$ cat config.mk
export PLATFORM = sky130hd
export DESIGN_NAME = etcbf_ctrl
export DESIGN_NICKNAME = d
export VERILOG_FILES = /design/src/hdl/etcbf_pkg.sv /design/src/hdl/etcbf_ctrl.sv
export SDC_FILE = /design/constraint.sdc
export NUM_CORES = 1
export LEC_CHECK = 0
export BUFFER_PORTS_ARGS = -buffer_cell sky130_fd_sc_hd__buf_2
export CAP_MARGIN = 20
export CORE_AREA = 10 10 56 58
export CTS_CLUSTER_DIAMETER = 50
export DETAILED_ROUTE_END_ITERATION = 16
export DIE_AREA = 0 0 66 68
export GPL_TIMING_DRIVEN = 0
export PLACE_DENSITY = 0.62
export SYNTH_ARGS = -nofsm -noshare
export SYNTH_HDL_FRONTEND = slang
export SYNTH_SLANG_ARGS = --single-unit
$ cat constraint.sdc
create_clock -name clk -period 2.41 [get_ports clk]
set_clock_uncertainty 0.1 [all_clocks]
set_input_delay 0.1205 -clock clk [delete_from_list [all_inputs] [get_ports clk]]
set_output_delay 0.1205 -clock clk [all_outputs]
set_load 0.05 [all_outputs]
$ cat src/hdl/etcbf_pkg.sv
// Shared types, constants, sequence step codes and saturation helpers of the safety filter.
package etcbf_pkg;

	localparam int FRAC_BITS = 16;
	localparam int GOAL_TOL  = 3277;
	localparam int MAX_SPEED = 14418;
	localparam int MAX_TURN  = 186122;

	localparam logic signed [67:0] GOAL_TOL2 = 68'sd10738729;
	localparam logic signed [67:0] START_SQ  = 68'sd429025;
	localparam logic signed [67:0] MARGIN_Q  = 68'sd3277;
	localparam logic signed [67:0] DRIFT_Q   = 68'sd6554;
	localparam logic signed [67:0] DRIFT_SQ  = 68'sd42954916;
	localparam logic signed [67:0] TINY_Q    = 68'sd0;

	localparam int DIV_BITS = 48;
	localparam int DEN_W    = 50;
	localparam int STEP_W   = 6;

	// Configuration register indexes.
	localparam logic [2:0] REG_GOAL_X  = 3'd0;
	localparam logic [2:0] REG_GOAL_Y  = 3'd1;
	localparam logic [2:0] REG_OBST_X  = 3'd2;
	localparam logic [2:0] REG_OBST_Y  = 3'd3;
	localparam logic [2:0] REG_SAFE_R  = 3'd4;
	localparam logic [2:0] REG_LOOK    = 3'd5;
	localparam logic [2:0] REG_KP      = 3'd6;
	localparam logic [2:0] REG_EPS     = 3'd7;

	// Trigger kinds.
	localparam logic [1:0] KIND_NONE    = 2'd0;
	localparam logic [1:0] KIND_BARRIER = 2'd1;
	localparam logic [1:0] KIND_RECOV   = 2'd2;
	localparam logic [1:0] KIND_START   = 2'd3;

	// Sequencer steps.
	localparam logic [5:0] SQ_00 = 6'd0;
	localparam logic [5:0] SQ_01 = 6'd1;
	localparam logic [5:0] SQ_02 = 6'd2;
	localparam logic [5:0] SQ_03 = 6'd3;
	localparam logic [5:0] SQ_04 = 6'd4;
	localparam logic [5:0] SQ_05 = 6'd5;
	localparam logic [5:0] SQ_06 = 6'd6;
	localparam logic [5:0] SQ_07 = 6'd7;
	localparam logic [5:0] SQ_08 = 6'd8;
	localparam logic [5:0] SQ_09 = 6'd9;
	localparam logic [5:0] SQ_10 = 6'd10;
	localparam logic [5:0] SQ_11 = 6'd11;
	localparam logic [5:0] SQ_12 = 6'd12;
	localparam logic [5:0] SQ_13 = 6'd13;
	localparam logic [5:0] SQ_14 = 6'd14;
	localparam logic [5:0] SQ_15 = 6'd15;
	localparam logic [5:0] SQ_16 = 6'd16;
	localparam logic [5:0] SQ_17 = 6'd17;
	localparam logic [5:0] SQ_18 = 6'd18;
	localparam logic [5:0] SQ_19 = 6'd19;
	localparam logic [5:0] SQ_20 = 6'd20;
	localparam logic [5:0] SQ_21 = 6'd21;
	localparam logic [5:0] SQ_22 = 6'd22;
	localparam logic [5:0] SQ_23 = 6'd23;
	localparam logic [5:0] SQ_24 = 6'd24;
	localparam logic [5:0] SQ_25 = 6'd25;
	localparam logic [5:0] SQ_26 = 6'd26;
	localparam logic [5:0] SQ_27 = 6'd27;
	localparam logic [5:0] SQ_28 = 6'd28;
	localparam logic [5:0] SQ_29 = 6'd29;
	localparam logic [5:0] SQ_30 = 6'd30;
	localparam logic [5:0] SQ_31 = 6'd31;
	localparam logic [5:0] SQ_32 = 6'd32;
	localparam logic [5:0] SQ_33 = 6'd33;
	localparam logic [5:0] SQ_34 = 6'd34;
	localparam logic [5:0] SQ_35 = 6'd35;
	localparam logic [5:0] SQ_36 = 6'd36;
	localparam logic [5:0] SQ_37 = 6'd37;
	localparam logic [5:0] SQ_38 = 6'd38;
	localparam logic [5:0] SQ_39 = 6'd39;
	localparam logic [5:0] SQ_40 = 6'd40;
	localparam logic [5:0] SQ_41 = 6'd41;
	localparam logic [5:0] SQ_42 = 6'd42;
	localparam logic [5:0] SQ_43 = 6'd43;
	localparam logic [5:0] SQ_44 = 6'd44;

	typedef struct packed {
		logic             run;
		logic [STEP_W-1:0] step;
		logic             load;
		logic             div_go;
		logic             commit;
	} cmd_t;

	typedef struct packed {
		logic len_zero;
		logic reach;
		logic fire;
		logic nd_pos;
		logic tiny;
		logic trig;
		logic div_done;
	} sts_t;

	function automatic logic signed [31:0] sat32(input logic signed [67:0] v);
		logic signed [31:0] r;
		if (v > 68'sd2147483647) begin
			r = 32'sh7fffffff;
		end else if (v < -68'sd2147483648) begin
			r = 32'sh80000000;
		end else begin
			r = v[31:0];
		end
		return r;
	endfunction

	function automatic logic signed [31:0] clampv(input logic signed [31:0] v,
			input logic signed [31:0] lim);
		logic signed [31:0] r;
		if (v > lim) begin
			r = lim;
		end else if (v < -lim) begin
			r = -lim;
		end else begin
			r = v;
		end
		return r;
	endfunction

	function automatic logic signed [67:0] absw(input logic signed [67:0] v);
		return (v < 68'sd0) ? -v : v;
	endfunction

endpackage

$ cat src/hdl/etcbf_ctrl.sv
// Controller: sequences the datapath steps, waits on the divider and owns the result handshake.
module etcbf_ctrl (
	input  logic                clk,
	input  logic                arst_n,
	input  logic                s_tvalid,
	output logic                s_tready,
	output logic                m_tvalid,
	input  logic                m_tready,
	input  etcbf_pkg::sts_t     sts,
	output etcbf_pkg::cmd_t     cmd
);
	import etcbf_pkg::*;

	localparam logic [1:0] CS_IDLE = 2'd0;
	localparam logic [1:0] CS_RUN  = 2'd1;
	localparam logic [1:0] CS_DIVW = 2'd2;

	logic [1:0]        state_q, state_d;
	logic [STEP_W-1:0] step_q, step_d;
	logic              mv_q;
	logic              accept, out_free;

	assign accept   = s_tvalid && s_tready;
	assign s_tready = (state_q == CS_IDLE);
	assign out_free = !mv_q || m_tready;

	always_comb begin
		state_d    = state_q;
		step_d     = step_q;
		cmd.run    = (state_q == CS_RUN);
		cmd.step   = step_q;
		cmd.load   = accept;
		cmd.div_go = 1'b0;
		cmd.commit = 1'b0;
		unique case (state_q)
			CS_IDLE: begin
				if (accept && !sts.len_zero) begin
					state_d = CS_RUN;
					step_d  = SQ_00;
				end
			end
			CS_RUN: begin
				step_d = step_q + 6'd1;
				priority if (step_q == SQ_15 && sts.reach) begin
					step_d = SQ_44;
				end else if (step_q == SQ_33) begin
					step_d = !sts.fire ? SQ_44 : (sts.nd_pos ? SQ_34 : SQ_41);
				end else if (step_q == SQ_36 && sts.tiny) begin
					step_d = SQ_41;
				end else if (step_q == SQ_41 && !sts.trig) begin
					step_d = SQ_44;
				end else if (step_q == SQ_23 || step_q == SQ_36 ||
						step_q == SQ_41 || step_q == SQ_42) begin
					cmd.div_go = 1'b1;
					state_d    = CS_DIVW;
				end else if (step_q == SQ_44) begin
					step_d = step_q;
					if (out_free) begin
						cmd.commit = 1'b1;
						state_d    = CS_IDLE;
					end
				end else begin
					step_d = step_q + 6'd1;
				end
			end
			CS_DIVW: begin
				if (sts.div_done) begin
					state_d = CS_RUN;
				end
			end
			default: state_d = CS_IDLE;
		endcase
	end

	always_ff @(posedge clk or negedge arst_n) begin
		if (!arst_n) begin
			state_q <= CS_IDLE;
			step_q  <= SQ_00;
			mv_q    <= 1'b0;
		end else begin
			state_q <= state_d;
			step_q  <= step_d;
			if (cmd.commit) begin
				mv_q <= 1'b1;
			end else if (m_tready) begin
				mv_q <= 1'b0;
			end
		end
	end

	assign m_tvalid = mv_q;

	a_step_range: assert property (@(posedge clk) disable iff (!arst_n)
		(state_q == CS_RUN) |-> (step_q <= SQ_44))
		else $error("sequencer step beyond the last step");

	a_div_return: assert property (@(posedge clk) disable iff (!arst_n)
		(state_q == CS_DIVW) |=> (state_q == CS_DIVW || state_q == CS_RUN))
		else $error("divider wait left to an unexpected state");

	a_commit_shows: assert property (@(posedge clk) disable iff (!arst_n)
		cmd.commit |=> m_tvalid)
		else $error("committed result not presented");

	a_go_in_run: assert property (@(posedge clk) disable iff (!arst_n)
		cmd.div_go |-> (state_q == CS_RUN))
		else $error("divider started outside the run state");

endmodule

After elaboration in Yosys (flattened, before gate mapping)
Cells that the tools add are included.
{ "classes": {"reduce_logical": 17, "add_sub_neg": 1, "mux": 31, "n_eq_ne": 18} }
{ "op_table": {"columns": ["op", "count"], "rows": [
  ["6-bit 2-to-1 mux", 7],
  ["6-bit equality test (second input constant)", 5],
  ["2-bit 2-to-1 mux", 14],
  ["6-bit one-hot mux with 2 select lines", 1],
  ["2-bit != test (second input constant)", 5],
  ["4-bit 2-to-1 mux", 2],
  ["8-bit AND reduction", 1],
  ["7-bit != test (second input constant)", 1],
  ["6-bit by 1-bit adder with 6-bit output (second input constant)", 1],
  ["6-bit by 4-bit equality test with 1-bit output (second input constant)", 1],
  ["6-bit by 5-bit equality test with 1-bit output (second input constant)", 1],
  ["1-bit 2-to-1 mux", 6],
  ["3-bit by 1-bit != test with 1-bit output (second input constant)", 2],
  ["2-bit one-hot mux with 3 select lines", 1],
  ["1-bit logical AND", 5],
  ["1-bit logical OR", 4],
  ["2-bit nonzero test", 2],
  ["1-bit logical NOT", 3],
  ["3-bit AND reduction", 1],
  ["2-bit by 1-bit equality test with 1-bit output (second input constant)", 1],
  ["2-bit equality test (second input constant)", 1],
  ["2-bit logical NOT", 1],
  ["2-bit by 1-bit != test with 1-bit output (second input constant)", 1]
]} }
{ "totals": {"elab_cells": 70, "out_inout_bits": 12, "input_bits": 11, "regBits": 9} }

Depth between registers and ports, before layout
{ "depth": {"depth_word": 11, "ltp_mapped": 8, "ltp_nobuf": 7} }

Worst setup path after synthesis
Ideal clock, no wire load.
{ "synth_path": {"kind": "register -> output", "start": "register step_q[0]", "end": "output port cmd[1] in the netlist's numbering", "t_required_ns": 2.190, "arrival_ns": 2.620, "path_stages_with_launch": 8, "n_path_buf": 1, "setup_slack_ns": -0.430, "cell_sequence": "dfrtp_1 -> inv_1 -> ha_1 -> and4b_1 -> and3_4 -> buf_6 -> or3_1 -> nor2_1"} }
{ "synth_lines": {"columns": ["item", "line_no", "text"], "rows": [
  ["from (decl)", "etcbf_ctrl.sv:19", "logic [STEP_W-1:0] step_q, step_d;"],
  ["from (signal assigned)", "etcbf_ctrl.sv:82", "step_q <= step_d;"],
  ["to (decl)", "etcbf_ctrl.sv:10", "output etcbf_pkg::cmd_t cmd"]
]} }

==> reports/qor.yml <==
synth_top_area_share_pct: 28.2
netlist_instances: 99
dieArea_um2: 4490
hold_path_depth: 3
core_um2: 2110
arrival_ns: 2.09
clk_path_buf_depth: 2
detail_route.wl_per_cell_um: 13.4
period_minus_slack_ns: 2.31
tightestPinTransition_ns: 0.488
viasPerCell: 5.08
ant_nets: 0
slew_headroom_pct: 67.3
power.internal_mw: 0.594
synth_area_per_cell_um2: 8.06
tritoncts: "yes"
finalCritPeriodShare_pct: 95.8
area_growth_pct: 29.5
diodes: 0
layout-drive-gt1-share_pct: 34.9
syn_area_um2: 798
cts.sinks: 9
r2r_slack_ns: 0.30
worstReg2RegStart: "step_q[1]"
ys.flop_type: "dfrtp_1"
route.met2.wl_um: 905
grt_pass1_wl_um: 3480
fmax_ghz: 0.433
wl_met3_um: 199
cp_max_fo: 6
yosys_warnings: 0
grt_max_degree: 11
r2r-end: "step_q[3]"
ys_top_cells_by_count: "nand2_1 (10), dfrtp_1 (9), nor2_1 (9)"
setup_violations: 0
drt_iter0_drc: 27
final-max-slew-violation-count: 0
antenna_found_initial: 0
synth_edf_count: 0
pwr_density_cell_nw_per_um2: 1240
synth_cell_types: 38
wirelength_um: 2100
totalPowerFinal_mw: 1.28
whs_endpoint: "m_tvalid"
grt_overflow: 0
rows: 17
grt_pass1_vias: 784
cts_buffers: 3
vias: 798
clkLatencyLatePin_ns: 0.26
synth_area_leaders: "dfrtp_1 (28%), ha_1 (6.3%), nand2_1 (4.7%)"
first_pass_iters: 4
critPathKind: "flip-flop to output port"
p_sw_share_pct: 53.6
power_leakage_nw: 0.494
hold_class: "input pin to flip-flop"
io_buffers: 22
status: "completed"
async_flop_share_pct: 100
endpoint_kind: "output port"
drv_cap: 0
final_nets: 145
p_comb_share_pct: 70.5
rr_worst_depth: 8
start_kind: "flip-flop"
grt_use_total_pct: 9.64
p_clk_share_pct: 9.2
hold_path_startpoint: "m_tready"
switchingPower_mw: 0.688
final_util_pct: 49.1
seqPwrFrac_pct: 20.3
initial_core_util_pct: 37.9
htreeDepth: 1
syn_nets: 114
path_clk_slew_ns: 0.06
critPathRequiredTime_ns: 2.19
synth_seq_cells: 9
dp_hpwl_um: 1650
max-vdd-ir-drop_uv: 672
wl_met1_um: 977
rsz0062_at_grt: "no"
clockRootBuffer: "clkbuf_4"
top_layer: "met4"
finalHoldViolCount: 0
ios: 23
route.detailed.drc: 0
die_h_um: 68
die_w_um: 66
yosysMostFrequentCell: "nand2_1"
seq_area_frac_synth_pct: 28.2
gp_congestion: 0.840
fin_tns_setup_ns: 0
yosysTopAreaCell: "dfrtp_1"
[cell families (layout without fill, tap and decap cells)]
logic type	Yosys count	after routing	synth area share, %
buffers and inverters	14	44	10.3
DFF	9	9	28.2
AOI/OAI and AO/OA	24	24	20.2
adders and majority gates	4	4	6.27
xor gates and xnor gates	2	2	2.19
and+or+nand+nor	46	46	32.8
[power groups by stage]
stage          Clock [mW]  Combinational, mW  Sequential, mW
2_1_floorplan           0              0.479           0.413
3_3_place_gp            0              0.800           0.268
3_5_place_dp            0              0.808           0.269
4_1_cts             0.121              0.897           0.265
5_1_grt             0.132              0.986           0.269
6_report            0.118              0.904           0.260
[worst max path at each step]
stage,startpoint,depth (start not counted),slack [ns],end
after CTS,step_q[1],7,0.05,cmd[1]
after detailed placement,step_q[0],8,0.10,cmd[1]
final,step_q[1],8,0.10,cmd[1]
after floorplan,step_q[0],7,0.11,cmd[1]
after global placement,step_q[0],8,0.12,cmd[1]
after global routing,step_q[0],8,0.002,cmd[1]
[metrics by stage]
step,setup WS [ns],hold WS (ns),cell area [um^2],instances
floorplan,0.107,-0.275,811,99
global placement,0.121,-0.113,956,149
detailed placement,0.103,-0.116,956,149
CTS,0.0527,0.0463,1020,156
global route,0.00244,0.0882,1030,157
finish,0.101,0.0475,1030,157
[layout by cell type, fill, tap and decap left out, types with 2 or more instances in the layout]
| cell type | Yosys | layout |
|---|---|---|
| nand2_1 | 10 | 10 |
| ha_1 | 4 | 2 |
| and3_4 | 2 | 2 |
| buf_4 | 1 | 3 |
| clkbuf_4 | 0 | 3 |
| o21a_1 | 2 | 2 |
| inv_1 | 7 | 7 |
| buf_2 | 3 | 24 |
| nand2b_1 | 4 | 4 |
| nor3_1 | 4 | 4 |
| nor2_1 | 9 | 7 |
| xnor2_1 | 2 | 2 |
| o21ai_1 | 2 | 2 |
| dfrtp_1 | 9 | 7 |
| ha_2 | 0 | 2 |
| o31ai_1 | 2 | 2 |
| o21ai_0 | 2 | 2 |
| a31oi_1 | 2 | 2 |
| nor2b_1 | 2 | 2 |
| dfrtp_2 | 0 | 2 |
| dlygate4sd3_1 | 0 | 2 |
| a21oi_1 | 6 | 6 |
| nand3_1 | 4 | 4 |
| nand4_1 | 2 | 2 |
| buf_6 | 3 | 4 |
[cell type report]
type	count	area (um^2)
buffer	7	56.3
tap	28	35.0
timing repair buffer	26	151
inverter	7	26.3
multi-input combinational	76	510
fill	218	1070
clock buffer	4	26.3
sequential	9	228
[routing by layer]
layer	track usage, %	vias up
met4	2.62	0
met5	0	-
met2	15.2	28
li1	-	412
met3	5.22	2
met1	11.2	356
[registers in the layout, indices dropped and copies added, names as in the netlist]
name	flops
state_q	2
step_q	6
m_tvalid	1
[worst max-delay path: stages (launching register included)]
cell and delay (ns):
dfrtp_2 0.39, inv_1 0.08, ha_2 0.21, and4b_1 0.19
and3_4 0.17, buf_6 0.12, or3_4 0.40, nor2_4 0.10
buf_6 0.16
[what timing repair did]
item / 4_1_cts / 5_1_grt
endpoints found under the setup margin: 1 / 1
resized for setup: 4 / 1
setup buffers: 1 / 1
hold endpoints to repair: 10 / 0
hold buffers: 2 / 0
Power figures use the tool's default switching activity.
